File: src/rtl/core/cau_pkg.sv
// ----------------------------------------------------------------------------
// cau_pkg: shared types and constants for the complex arithmetic unit.
// Word format, operation codes and the division pipeline geometry.
// ----------------------------------------------------------------------------
`default_nettype none
package cau_pkg;
	localparam int FRAC_BITS = 8;
	localparam int WORD_BITS = 16;
	localparam int PROD_BITS = 2 * WORD_BITS;
	localparam int MAG_BITS  = PROD_BITS + 1;
	localparam int QUO_BITS  = WORD_BITS + 1;
	localparam int DIV_STEPS = QUO_BITS;

	localparam logic [1:0] ACT_ADD = 2'd0;
	localparam logic [1:0] ACT_SUB = 2'd1;
	localparam logic [1:0] ACT_MUL = 2'd2;
	localparam logic [1:0] ACT_DIV = 2'd3;

	typedef logic signed [WORD_BITS-1:0] word_t;
	typedef logic [MAG_BITS-1:0] mag_t;
	typedef logic [MAG_BITS-1:0] den_t;
	typedef logic [QUO_BITS-1:0] quo_t;

	typedef struct packed {
		logic [1:0] action;
		logic       sat;
		logic       dz;
		logic       neg_re;
		logic       neg_im;
	} ctl_t;

	// Saturate a sign and magnitude value to the word range.
	function automatic word_t sat_sm(input logic neg, input mag_t mag, output logic flag);
		mag_t lim;
		word_t r;
		lim = mag_t'(1) << (WORD_BITS - 1);
		flag = 1'b0;
		if (neg) begin
			if (mag > lim) begin
				flag = 1'b1;
				r = word_t'(lim);
			end else begin
				r = word_t'(-mag);
			end
		end else begin
			if (mag > lim - mag_t'(1)) begin
				flag = 1'b1;
				r = word_t'(lim - mag_t'(1));
			end else begin
				r = word_t'(mag);
			end
		end
		return r;
	endfunction
endpackage
`default_nettype wire

File: src/rtl/core/cau_div.sv
// ----------------------------------------------------------------------------
// cau_div: pipelined restoring divider for both quotient components.
// One quotient bit per stage; for the other operations the magnitude passes
// through, is shifted down by FRAC_BITS at the end and then saturated.
// ----------------------------------------------------------------------------
`default_nettype none
module cau_div import cau_pkg::*; (
	input  wire logic clk,
	input  wire logic arst_n,
	input  wire logic en,
	input  wire logic valid_in,
	input  wire ctl_t ctl_in,
	input  wire mag_t mag_re,
	input  wire mag_t mag_im,
	input  wire den_t den,
	output logic  valid_out,
	output ctl_t  ctl_out,
	output word_t re_out,
	output word_t im_out
);
	localparam int N = DIV_STEPS;
	localparam int RW = MAG_BITS + FRAC_BITS;
	localparam int CW = RW + N;

	// The numerator magnitude is scaled by 2^FRAC_BITS and divided one bit a
	// stage from the top: quotient bit k uses den << k. A quotient of 2^QUO_BITS
	// or more saturates anyway, so the first stage only flags it.
	genvar k;
	generate
		for (k = 0; k < N; k++) begin : g_step
			localparam int SH = N - 1 - k;
			// Stage inputs: the block inputs for the first stage, else the
			// registers of the stage before.
			logic          v_i;
			ctl_t          c_i;
			den_t          d_i;
			logic [RW-1:0] rr_i, ri_i;
			quo_t          qr_i, qi_i;
			mag_t          mr_i, mi_i;
			logic          ovr_i, ovi_i;
			// Stage registers: remainder, quotient bits and pass-through magnitude.
			logic          v_q;
			ctl_t          c_q;
			den_t          d_q;
			logic [RW-1:0] rr_q, ri_q;
			quo_t          qr_q, qi_q;
			mag_t          mr_q, mi_q;
			logic          ovr_q, ovi_q;
			logic [CW-1:0] dsh, dtop, rr_w, ri_w;
			logic          ger, gei;

			if (k == 0) begin : g_head
				assign v_i   = valid_in;
				assign c_i   = ctl_in;
				assign d_i   = den;
				assign rr_i  = RW'(mag_re) << FRAC_BITS;
				assign ri_i  = RW'(mag_im) << FRAC_BITS;
				assign qr_i  = '0;
				assign qi_i  = '0;
				assign mr_i  = mag_re;
				assign mi_i  = mag_im;
				assign ovr_i = 1'b0;
				assign ovi_i = 1'b0;
			end else begin : g_body
				assign v_i   = g_step[k-1].v_q;
				assign c_i   = g_step[k-1].c_q;
				assign d_i   = g_step[k-1].d_q;
				assign rr_i  = g_step[k-1].rr_q;
				assign ri_i  = g_step[k-1].ri_q;
				assign qr_i  = g_step[k-1].qr_q;
				assign qi_i  = g_step[k-1].qi_q;
				assign mr_i  = g_step[k-1].mr_q;
				assign mi_i  = g_step[k-1].mi_q;
				assign ovr_i = g_step[k-1].ovr_q;
				assign ovi_i = g_step[k-1].ovi_q;
			end

			always_comb begin
				dsh  = CW'(d_i) << SH;
				dtop = CW'(d_i) << N;
				rr_w = CW'(rr_i);
				ri_w = CW'(ri_i);
				ger  = rr_w >= dsh;
				gei  = ri_w >= dsh;
			end

			always_ff @(posedge clk or negedge arst_n) begin
				if (!arst_n) begin
					v_q <= 1'b0;
				end else if (en) begin
					v_q <= v_i;
				end
			end

			always_ff @(posedge clk) begin
				if (en) begin
					c_q   <= c_i;
					d_q   <= d_i;
					mr_q  <= mr_i;
					mi_q  <= mi_i;
					rr_q  <= ger ? RW'(rr_w - dsh) : rr_i;
					ri_q  <= gei ? RW'(ri_w - dsh) : ri_i;
					qr_q  <= {qr_i[QUO_BITS-2:0], ger};
					qi_q  <= {qi_i[QUO_BITS-2:0], gei};
					ovr_q <= ovr_i || (k == 0 && rr_w >= dtop);
					ovi_q <= ovi_i || (k == 0 && ri_w >= dtop);
				end
			end
		end
	endgenerate

	logic v_n;
	ctl_t c_n;
	quo_t qr_n, qi_n;
	mag_t mr_n, mi_n;
	logic ovr_n, ovi_n;
	assign v_n   = g_step[N-1].v_q;
	assign c_n   = g_step[N-1].c_q;
	assign qr_n  = g_step[N-1].qr_q;
	assign qi_n  = g_step[N-1].qi_q;
	assign mr_n  = g_step[N-1].mr_q;
	assign mi_n  = g_step[N-1].mi_q;
	assign ovr_n = g_step[N-1].ovr_q;
	assign ovi_n = g_step[N-1].ovi_q;

	mag_t vr, vi;
	logic fr, fi;
	word_t wr, wi;
	always_comb begin
		if (c_n.action == ACT_DIV) begin
			vr = ovr_n ? (mag_t'(1) << WORD_BITS) : mag_t'(qr_n);
			vi = ovi_n ? (mag_t'(1) << WORD_BITS) : mag_t'(qi_n);
		end else begin
			vr = mr_n >> FRAC_BITS;
			vi = mi_n >> FRAC_BITS;
		end
		wr = sat_sm(c_n.neg_re, vr, fr);
		wi = sat_sm(c_n.neg_im, vi, fi);
	end

	always_ff @(posedge clk or negedge arst_n) begin
		if (!arst_n) begin
			valid_out <= 1'b0;
		end else if (en) begin
			valid_out <= v_n;
		end
	end

	always_ff @(posedge clk) begin
		if (en) begin
			ctl_out.action <= c_n.action;
			ctl_out.dz     <= c_n.dz;
			ctl_out.neg_re <= c_n.neg_re;
			ctl_out.neg_im <= c_n.neg_im;
			ctl_out.sat    <= (fr || fi) && !c_n.dz;
			re_out         <= c_n.dz ? word_t'(0) : wr;
			im_out         <= c_n.dz ? word_t'(0) : wi;
		end
	end
endmodule
`default_nettype wire

File: config.mk
export PLATFORM = sky130hd
export DESIGN_NAME = cau_div
export DESIGN_NICKNAME = d
export VERILOG_FILES = /design/src/rtl/core/cau_pkg.sv /design/src/rtl/core/cau_div.sv
export SDC_FILE = /design/constraint.sdc
export NUM_CORES = 2
export LEC_CHECK = 0
export CAP_MARGIN = 20
export CORE_MARGIN = 5
export CORE_UTILIZATION = 30
export CTS_BUF_LIST = sky130_fd_sc_hd__clkbuf_4 sky130_fd_sc_hd__clkbuf_8
export CTS_CLUSTER_DIAMETER = 50
export DETAILED_ROUTE_END_ITERATION = 8
export DONT_BUFFER_PORTS = 1
export MAX_ROUTING_LAYER = met4
export PLACE_DENSITY = 0.54
export SETUP_SLACK_MARGIN = 0.5
export SYNTH_ARGS = -nofsm -noshare
export SYNTH_HDL_FRONTEND = slang
export SYNTH_SLANG_ARGS = --single-unit
File: constraint.sdc
create_clock -name clk -period 6.1 [get_ports clk]
set_clock_uncertainty 0.15 [all_clocks]
set_input_delay 0 -clock clk [delete_from_list [all_inputs] [get_ports clk]]
set_output_delay 0 -clock clk [all_outputs]
set_load 0.05 [all_outputs]
==> results.tsv <==
metric	value	unit
h-tree-depth	6	
yosysSeqAreaShare	57.0	%
stdcell_area	179000	um2
cp.required	6.95	ns
yosys_warnings	0	
io_pins	148	
synth-async-reset-ratio	0.606	%
start_kind	input pin	
dieArea	536000	um2
drt-initial-drc-count	6656	
portBuffers	0	
finalSetupViolations	0	
status	finished, final reports clean	
antenna_found_initial	25	
post_drt_wl_per_cell	19.9	um
power.total	68.9	mW
crit_path_max_fanout	29	
cts-root-buf	clkbuf_8	
routed_wl	416000	um
crit_path_end_kind	flip-flop	
gp_congestion	0.939	
grt_overflow	0	
grt_setup_unrepaired	false	
first_global_vias	101791	
core	520000	um2
drtPass1Iterations	9	
drive_above_1_share	10.2	%
grt_usage	15.4	%
hp-class	in -> reg	
layout.nets	14854	
vias	101370	
cts-resized-gates	0	
cts_made_buffers	526	
r2r_setup_slack	1.08	ns
grt_pass1_wl	622000	um
pre_cts_slack	-0.811	ns
insertion_delay	1.17	ns
dp_hpwl	316000	um
clk_path_buf_depth	4	
vdd_drop_max	246	uV
final_common_cell	edfxtp_1	
syn-cell-area	156000	um2
dieHeight	732	um
grt_start_max_net_pins	287	
arrival	6.23	ns
syn_inst	12959	
rows	265	
die_x	732	um
viasPerCell	4.83	
hold_viol	0	
crit_type	in -> reg	
leakage	69.4	nW
final_cell_mix	edfxtp_1, a21oi_1, ha_1	
final.min_clock_period	5.38	ns
relSlewSlack	19.7	%
final.setup.worst_slack	0.724	ns
dp.cells	19684	
synth.distinct_cells	105	
areaGrowthSynthToFinish	14.7	%
clk_pin_slew_worst_paths	0.06	ns
placed_area	165000	um2
stdcell_count	20972	
ant_nets	0	
max_freq	186	MHz
route.detailed.drc	0	
final_max_slew_viol_count	0	
whs	0.155	ns
p_per_area	384	nW/um2
synthesis.nets	14200	
post-route-period-util	88.1	%
synth_enable_flop_cells	2953	
maxCapViolations	0	
r2r_cells	11	
cts_sinks	2971	
start_util	30.1	%
ys_seq_elements	2971	
tns	0	ns
hold_path_depth	2	
fill_cells	51297	
final_core_util	34.5	%
synth.avg_cell_area	12.1	um2
synth_top_flop_cell	edfxtp_1	
cts_tree	done	
worst_pin_slew	1.20	ns
[report_power, final]
part / switching, mW / internal (mW)
Clock: 8.40 / 10.3
Sequential: 2.34 / 26.5
Combinational: 12.5 / 8.81
Total: 23.3 / 45.6
[critical path, stage by stage]
cell and delay, ns:
dlygate4sd3_1 0.57, dlygate4sd3_1 0.80, inv_1 0.21, ha_1 0.33, nor2b_1 0.13, o21ai_0 0.17
nand2b_1 0.13, a31oi_1 0.46, nor3_1 0.14, o41a_1 0.49, o211ai_1 0.31, a21oi_1 0.22
o31ai_4 0.55, buf_4 0.40, nand2_1 0.08, dlygate4sd3_1 0.55, o21ai_0 0.08, dlygate4sd3_1 0.58
[state kept, by name, indices dropped and copies added, names as in the netlist, 25 cells and up]
| register | flops |
|---|---|
| g_step.c_q | 75 |
| g_step.d_i | 33 |
| g_step.d_q | 495 |
| g_step.mi_i | 25 |
| g_step.mi_q | 428 |
| g_step.mr_i | 25 |
| g_step.mr_q | 428 |
| g_step.qi_q | 143 |
| g_step.qr_q | 143 |
| g_step.ri_i | 34 |
| g_step.ri_q | 494 |
| g_step.rr_i | 34 |
| g_step.rr_q | 494 |
[routing by layer]
layer	track usage [%]	routed length, um	part of all wire, %	up-vias
met1	17.9	175000	42	48166
met4	8.29	25200	6.1	0
met2	25.9	202000	49	2212
met5	-	0	0	-
met3	1.91	14300	3.4	913
li1	-	-	-	50079
[Yosys cell counts, drive strengths merged, types with 71 or more instances]
cell type / count / area [um2]
a211oi: 81 / 618
a21o: 574 / 4310
a21oi: 1115 / 5600
a31oi: 92 / 582
and3: 94 / 588
buf: 71 / 353
clkbuf: 234 / 878
edfxtp: 2953 / 88700
ha: 1100 / 13800
inv: 839 / 3150
mux2: 411 / 4630
nand2: 871 / 3270
nand2b: 132 / 826
nand3: 212 / 1070
nand4: 173 / 1080
nor2: 733 / 2750
nor2b: 177 / 1110
nor3: 165 / 826
o21a: 131 / 983
o21ai: 846 / 4230
o21bai: 124 / 931
o31ai: 80 / 606
xnor2: 548 / 4800
xor2: 324 / 2840
[cell type report]
cell class | instances | area (um2) | area share, %
sequential | 2971 | 89100 | 49.7
multi-input combinational | 8845 | 63100 | 35.2
tap | 6942 | 8690 | 4.84
clock buffer | 661 | 8300 | 4.63
timing repair buffer | 430 | 4630 | 2.58
inverter | 839 | 3150 | 1.76
clock inverter | 265 | 2300 | 1.28
antenna | 19 | 47.5 | 0.0265
[repair_timing]
item                                   in CTS  in global routing
setup endpoints to repair                   0                233
endpoints found under the hold margin     639                  0
hold buffers                              334                  0
buffers inserted                            0                  0
[cell families (layout without fill, tap and decap cells)]
kind of cell / Yosys count / in the layout / share of synthesized area (%)
and+or+nand+nor: 2932 / 2932 / 9.09
AOI/OAI and AO/OA: 3447 / 3448 / 13.7
muxes: 461 / 461 / 3.28
DFF: 2971 / 2971 / 57.0
adders and majority gates: 1132 / 1132 / 9.21
other: 0 / 19 / 0
xor gates and xnor gates: 872 / 872 / 4.88
buffers and inverters: 1144 / 2195 / 2.80
[final timing paths]
kind / startpoint / endpoint
max: den[1] / g_step[0].rr_q[16]
min: mag_im[7] / g_step[0].ri_q[15]
max reg2reg: g_step[14].d_q[0] / g_step[15].ri_q[4]
min reg2reg: g_step[11].mr_q[22] / g_step[12].mr_q[22]
max in group asynchronous: arst_n / g_step[1].v_q
min in group asynchronous: arst_n / g_step[10].v_i
Power figures use the tool's default switching activity.
