===== config.mk =====
export PLATFORM = sky130hd
export DESIGN_NAME = cau_front
export DESIGN_NICKNAME = d
export VERILOG_FILES = /design/src/rtl/core/cau_pkg.sv /design/src/rtl/core/cau_front.sv
export SDC_FILE = /design/constraint.sdc
export NUM_CORES = 2
export LEC_CHECK = 0
export BUFFER_PORTS_ARGS = -buffer_cell sky130_fd_sc_hd__buf_2
export CAP_MARGIN = 20
export CELL_PAD_IN_SITES_DETAIL_PLACEMENT = 1
export CELL_PAD_IN_SITES_GLOBAL_PLACEMENT = 1
export CORE_ASPECT_RATIO = 0.9
export CORE_MARGIN = 2
export CORE_UTILIZATION = 40
export DETAILED_ROUTE_END_ITERATION = 16
export HOLD_SLACK_MARGIN = 0.02
export PLACE_DENSITY = 0.77
export SKIP_CTS_REPAIR_TIMING = 1
export SLEW_MARGIN = 20
export SYNTH_ARGS = -nofsm -noshare
export SYNTH_HDL_FRONTEND = slang
export SYNTH_SLANG_ARGS = --single-unit

===== constraint.sdc =====
create_clock -name clk -period 10.01 [get_ports clk]
set_input_delay 2.002 -clock clk [delete_from_list [all_inputs] [get_ports clk]]
set_output_delay 2.002 -clock clk [all_outputs]
set_load 0.01 [all_outputs]

===== src/rtl/core/cau_pkg.sv =====
// ----------------------------------------------------------------------------
// cau_pkg: shared types and constants for the complex arithmetic unit.
// Word format, operation codes and the division pipeline geometry.
// ----------------------------------------------------------------------------
`default_nettype none
package cau_pkg;
	localparam int FRAC_BITS = 8;
	localparam int WORD_BITS = 16;
	localparam int PROD_BITS = 2 * WORD_BITS;
	localparam int MAG_BITS  = PROD_BITS + 1;
	localparam int QUO_BITS  = WORD_BITS + 1;
	localparam int DIV_STEPS = QUO_BITS;

	localparam logic [1:0] ACT_ADD = 2'd0;
	localparam logic [1:0] ACT_SUB = 2'd1;
	localparam logic [1:0] ACT_MUL = 2'd2;
	localparam logic [1:0] ACT_DIV = 2'd3;

	typedef logic signed [WORD_BITS-1:0] word_t;
	typedef logic [MAG_BITS-1:0] mag_t;
	typedef logic [MAG_BITS-1:0] den_t;
	typedef logic [QUO_BITS-1:0] quo_t;

	typedef struct packed {
		logic [1:0] action;
		logic       sat;
		logic       dz;
		logic       neg_re;
		logic       neg_im;
	} ctl_t;

	// Saturate a sign and magnitude value to the word range.
	function automatic word_t sat_sm(input logic neg, input mag_t mag, output logic flag);
		mag_t lim;
		word_t r;
		lim = mag_t'(1) << (WORD_BITS - 1);
		flag = 1'b0;
		if (neg) begin
			if (mag > lim) begin
				flag = 1'b1;
				r = word_t'(lim);
			end else begin
				r = word_t'(-mag);
			end
		end else begin
			if (mag > lim - mag_t'(1)) begin
				flag = 1'b1;
				r = word_t'(lim - mag_t'(1));
			end else begin
				r = word_t'(mag);
			end
		end
		return r;
	endfunction
endpackage
`default_nettype wire


===== src/rtl/core/cau_front.sv =====
// ----------------------------------------------------------------------------
// cau_front: operand products and sums.
// Stage 1 has four cross products, b squares, sums; stage 2 sign/magnitude.
// ----------------------------------------------------------------------------
`default_nettype none
module cau_front import cau_pkg::*; (
	input  wire logic  clk,
	input  wire logic  arst_n,
	input  wire logic  en,
	input  wire logic  in_valid,
	input  wire logic [1:0] action,
	input  wire word_t a_re,
	input  wire word_t a_im,
	input  wire word_t b_re,
	input  wire word_t b_im,
	output logic  valid_s2,
	output ctl_t  ctl_s2,
	output mag_t  mag_re_s2,
	output mag_t  mag_im_s2,
	output den_t  den_s2
);
	logic signed [PROD_BITS-1:0] p_rr_s1, p_ii_s1, p_ri_s1, p_ir_s1, d_rr_s1, d_ii_s1;
	logic signed [WORD_BITS:0] s_re_s1, s_im_s1;
	logic [1:0] act_s1;
	logic valid_s1;

	always_ff @(posedge clk or negedge arst_n) begin
		if (!arst_n) begin
			valid_s1 <= 1'b0;
		end else if (en) begin
			valid_s1 <= in_valid;
		end
	end

	always_ff @(posedge clk) begin
		if (en) begin
			act_s1  <= action;
			p_rr_s1 <= a_re * b_re;
			p_ii_s1 <= a_im * b_im;
			p_ri_s1 <= a_re * b_im;
			p_ir_s1 <= a_im * b_re;
			d_rr_s1 <= b_re * b_re;
			d_ii_s1 <= b_im * b_im;
			if (action == ACT_SUB) begin
				s_re_s1 <= (WORD_BITS+1)'(a_re) - (WORD_BITS+1)'(b_re);
				s_im_s1 <= (WORD_BITS+1)'(a_im) - (WORD_BITS+1)'(b_im);
			end else begin
				s_re_s1 <= (WORD_BITS+1)'(a_re) + (WORD_BITS+1)'(b_re);
				s_im_s1 <= (WORD_BITS+1)'(a_im) + (WORD_BITS+1)'(b_im);
			end
		end
	end

	logic signed [MAG_BITS:0] t_re, t_im;
	logic signed [MAG_BITS:0] x_rr, x_ii, x_ri, x_ir;
	always_comb begin
		x_rr = (MAG_BITS+1)'(p_rr_s1);
		x_ii = (MAG_BITS+1)'(p_ii_s1);
		x_ri = (MAG_BITS+1)'(p_ri_s1);
		x_ir = (MAG_BITS+1)'(p_ir_s1);
		case (act_s1)
			ACT_ADD, ACT_SUB: begin
				t_re = (MAG_BITS+1)'(s_re_s1) <<< FRAC_BITS;
				t_im = (MAG_BITS+1)'(s_im_s1) <<< FRAC_BITS;
			end
			ACT_MUL: begin
				t_re = x_rr - x_ii;
				t_im = x_ri + x_ir;
			end
			default: begin
				t_re = x_rr + x_ii;
				t_im = x_ir - x_ri;
			end
		endcase
	end

	always_ff @(posedge clk or negedge arst_n) begin
		if (!arst_n) begin
			valid_s2 <= 1'b0;
		end else if (en) begin
			valid_s2 <= valid_s1;
		end
	end

	always_ff @(posedge clk) begin
		if (en) begin
			ctl_s2.action <= act_s1;
			ctl_s2.sat    <= 1'b0;
			ctl_s2.neg_re <= t_re[MAG_BITS];
			ctl_s2.neg_im <= t_im[MAG_BITS];
			mag_re_s2 <= t_re[MAG_BITS] ? mag_t'(-t_re) : mag_t'(t_re);
			mag_im_s2 <= t_im[MAG_BITS] ? mag_t'(-t_im) : mag_t'(t_im);
			den_s2 <= den_t'($unsigned(d_rr_s1)) + den_t'($unsigned(d_ii_s1));
			ctl_s2.dz <= (act_s1 == ACT_DIV) && (d_rr_s1 == '0) && (d_ii_s1 == '0);
		end
	end
endmodule
`default_nettype wire


==> summary.md <==
• wire length per cell after detailed routing: 22.89 um
• number of iterations in the first detailed-routing pass: 5
• total global routing overflow: 0
• Sum Neg Setup Slack: 0 ns
• top achievable clock speed: 0.1117 GHz
• min-delay worst type: register to register
• Die Width: 466.7 um
• cell count after synthesis: 8175
• critical path launch point type: input pin
• area fraction of the dominant cell type after synthesis: 0.3943
• number of buffers inserted during clock tree synthesis: 39
• die span in y: 420.4 um
• synthesized area per cell: 9.428 um2
• pin count of the biggest net entering global routing: 85
• most area-hungry cell type in the Yosys netlist: sky130_fd_sc_hd__fa_1
• # fillers: 21.96k
• Worst Tran Pin Value: 1.193 ns
• MaxCap Viol Count: 0
• unrepaired setup endpoints after global routing: false
• dominant cells by area after synthesis: sky130_fd_sc_hd__fa_1 (39%), sky130_fd_sc_hd__edfxtp_1 (13%), sky130_fd_sc_hd__ha_1 (11%)
• Clock Pin Slew Worst Setup and Hold Paths: 0.06 ns
• DRT iter0 DRCs: 3664
• final cycle utilization of the critical path: 0.8947
• count of final hold-check violations: 0
• worst slew margin relative to its limit: 0.2047
• critical path data required time: 10.35 ns
• growth of design area from synthesis to finish: 6.626%
• distinct cell type count after synthesis: 95
• wirelength, routed: 246600 um
• drt drc: 0
• io pins: 176
• final number of max-transition violations: 0
• CTS H-tree lvls: 2
• clk root buf: sky130_fd_sc_hd__clkbuf_16
• initial core utilization: 0.4033
• highest net fanout along the worst path: 36
• number of antenna violations at the first check in global routing: 43
• number of nets still failing antenna checks after routing: 0
• Critical Setup Path Class: input pin to register
• sequential cell area: 9960 um2
• number of enable flip-flop cells after synthesis: 330
• number of setup violations in the final report: 0
• detail-routed via count per cell: 5.313
• most common cell in the netlist: sky130_fd_sc_hd__inv_1
• crit path time final: 8.956 ns
• combined area of all synthesized cells: 77080 um2
• most used standard cells in the synthesized netlist: sky130_fd_sc_hd__inv_1 (1851), sky130_fd_sc_hd__fa_1 (1518), sky130_fd_sc_hd__nand2_1 (811)
• count of yosys warnings during synthesis: 0
• data arrival time at the worst-slack endpoint: 9.30 ns
• outcome: complete, no violations
• vias in the first global route: 65.05k
• num rows: 152
• ratio of cells with drive above 1 in the final layout: 0.05141
• GR Util All Layers: 0.2577
• clock tree from TritonCTS: done
• total vias in the final route: 57.24k
• number of sinks on the clock net: 332
• multi-input combinational cell area: 58920 um2
• fraction of synthesis flops using an asynchronous set or reset pin: 0.006024
• wire length of the first global-routing pass: 388100 um
• input/output buffers: 174
• overall die area: 196200 um2
• clock latency reported for the late side of the worst-skew pair: 0.64 ns
• count of state elements after synthesis: 332
• commonest register cell after synthesis: sky130_fd_sc_hd__edfxtp_1
• Worst Skew: 0.04589 ns
• number of nets at the end of the flow: 10.44k
• total nets after synthesis: 10.42k
• detailed-placement wirelength estimate: 203900 um
• Core Footprint: 191100 um2
• proportion of synthesized chip area in sequential cells: 0.1292
• Longest Clk Path Bufs: 3
• routability cong.: 0.9756
• Crit. End Element: register
-- logic make-up (layout without fill, tap and decap cells) --
| kind of cell | count (synthesis) | in the layout | synth area share |
|---|---|---|---|
| compound gates | 853 | 853 | 0.07383 |
| simple gates | 2170 | 2170 | 0.1366 |
| buf+inv | 2180 | 2233 | 0.1065 |
| other cells | 1 | 5 | 0.00004865 |
| xor+xnor | 453 | 453 | 0.05148 |
| fa+ha+maj | 2171 | 2171 | 0.5003 |
| mux | 15 | 15 | 0.002029 |
| flops | 332 | 332 | 0.1292 |
-- state kept, by name, indices dropped and copies added, names as in the netlist --
signal / cells
s_im_s1: 17
d_ii_s1: 31
p_ir_s1: 32
valid_s2: 1
valid_s1: 1
mag_re_s2: 33
d_rr_s1: 31
ctl_s2: 5
den_s2: 33
p_rr_s1: 32
s_re_s1: 17
p_ri_s1: 32
act_s1: 2
mag_im_s2: 33
p_ii_s1: 32
-- per-layer routing --
| layer | track usage | routed length, um | up-vias |
|---|---|---|---|
| met5 | 0 | 402 | - |
| met1 | 0.3384 | 104100 | 29816 |
| li1 | - | - | 25229 |
| met2 | 0.4272 | 115600 | 1665 |
| met3 | 0.05233 | 17540 | 468 |
| met4 | 0.08041 | 8992 | 60 |
-- cell type report --
cell class / count / share of cell area
antenna: 4 / 0.0001218
tap: 2541 / 0.03869
sequential: 332 / 0.1212
multi-input combinational: 5663 / 0.7169
clock buffer: 43 / 0.01206
clock inverter: 24 / 0.003517
inverter: 1868 / 0.08532
timing repair buffer: 298 / 0.02220
-- through the flow --
step                hold slack (ns)  cells  setup WS [ns]  area, um2    util
detailed placement           0.4988  10702         0.4678      80890  0.4232
global route                 0.5240  10770         0.6949      82180  0.4299
global placement             0.4845  10702         0.6551      80890  0.4232
CTS                          0.5123  10769          1.104      82170  0.4299
floorplan                    0.4563   8175          1.201      77080       -
finish                       0.5082  10773          1.054      82180  0.4300
-- critical path, stage by stage --
cell and delay [ns]:
sky130_fd_sc_hd__buf_2 0.71, sky130_fd_sc_hd__nand2_1 0.18, sky130_fd_sc_hd__fa_1 0.55, sky130_fd_sc_hd__fa_1 0.58
sky130_fd_sc_hd__fa_1 0.45, sky130_fd_sc_hd__fa_1 0.55, sky130_fd_sc_hd__inv_1 0.06, sky130_fd_sc_hd__fa_1 0.50
sky130_fd_sc_hd__fa_1 0.41, sky130_fd_sc_hd__ha_1 0.35, sky130_fd_sc_hd__a21o_1 0.21, sky130_fd_sc_hd__a21o_1 0.17
sky130_fd_sc_hd__a21oi_1 0.21, sky130_fd_sc_hd__a2bb2oi_1 0.21, sky130_fd_sc_hd__o31ai_1 0.11, sky130_fd_sc_hd__o41ai_1 0.61
sky130_fd_sc_hd__o21ai_0 0.27, sky130_fd_sc_hd__or4_1 0.44, sky130_fd_sc_hd__a31oi_1 0.32, sky130_fd_sc_hd__o21ai_0 0.18
sky130_fd_sc_hd__xor2_1 0.16
-- worst paths after layout --
kind                       startpoint             to  slack (ns)  cells past startpoint
hold / removal               valid_s1       valid_s1        0.51                      1
setup reg to reg           p_ri_s1[2]  mag_im_s2[16]        3.12                     22
hold reg to reg              valid_s1       valid_s1        0.51                      1
max in group asynchronous      arst_n       valid_s2        8.75                      1
setup / recovery              b_re[1]    p_ir_s1[30]        1.05                     21
min in group asynchronous      arst_n       valid_s1        1.17                      1
-- cell usage in the layout, fill, tap and decap left out, types with 37 or more instances in the layout --
| cell | count |
|---|---|
| sky130_fd_sc_hd__inv_1 | 1848 |
| sky130_fd_sc_hd__fa_1 | 1518 |
| sky130_fd_sc_hd__nand2_1 | 811 |
| sky130_fd_sc_hd__ha_1 | 653 |
| sky130_fd_sc_hd__and2_1 | 514 |
| sky130_fd_sc_hd__nor2_1 | 389 |
| sky130_fd_sc_hd__xnor2_1 | 334 |
| sky130_fd_sc_hd__edfxtp_1 | 330 |
| sky130_fd_sc_hd__a21oi_1 | 236 |
| sky130_fd_sc_hd__buf_2 | 173 |
| sky130_fd_sc_hd__o21ai_0 | 143 |
| sky130_fd_sc_hd__buf_4 | 123 |
| sky130_fd_sc_hd__xor2_1 | 118 |
| sky130_fd_sc_hd__a21o_1 | 106 |
| sky130_fd_sc_hd__nor3_1 | 77 |
| sky130_fd_sc_hd__nand3_1 | 75 |
| sky130_fd_sc_hd__nand2b_1 | 52 |
| sky130_fd_sc_hd__o21a_1 | 42 |
| sky130_fd_sc_hd__nor2b_1 | 39 |
| sky130_fd_sc_hd__clkbuf_16 | 39 |
| sky130_fd_sc_hd__nand4_1 | 38 |
| sky130_fd_sc_hd__nor4_1 | 37 |
| sky130_fd_sc_hd__o31ai_1 | 37 |
Power is left out: the tool's default activity adds up to more than one toggle a clock period on the data nets, which glitch-free logic cannot reach.
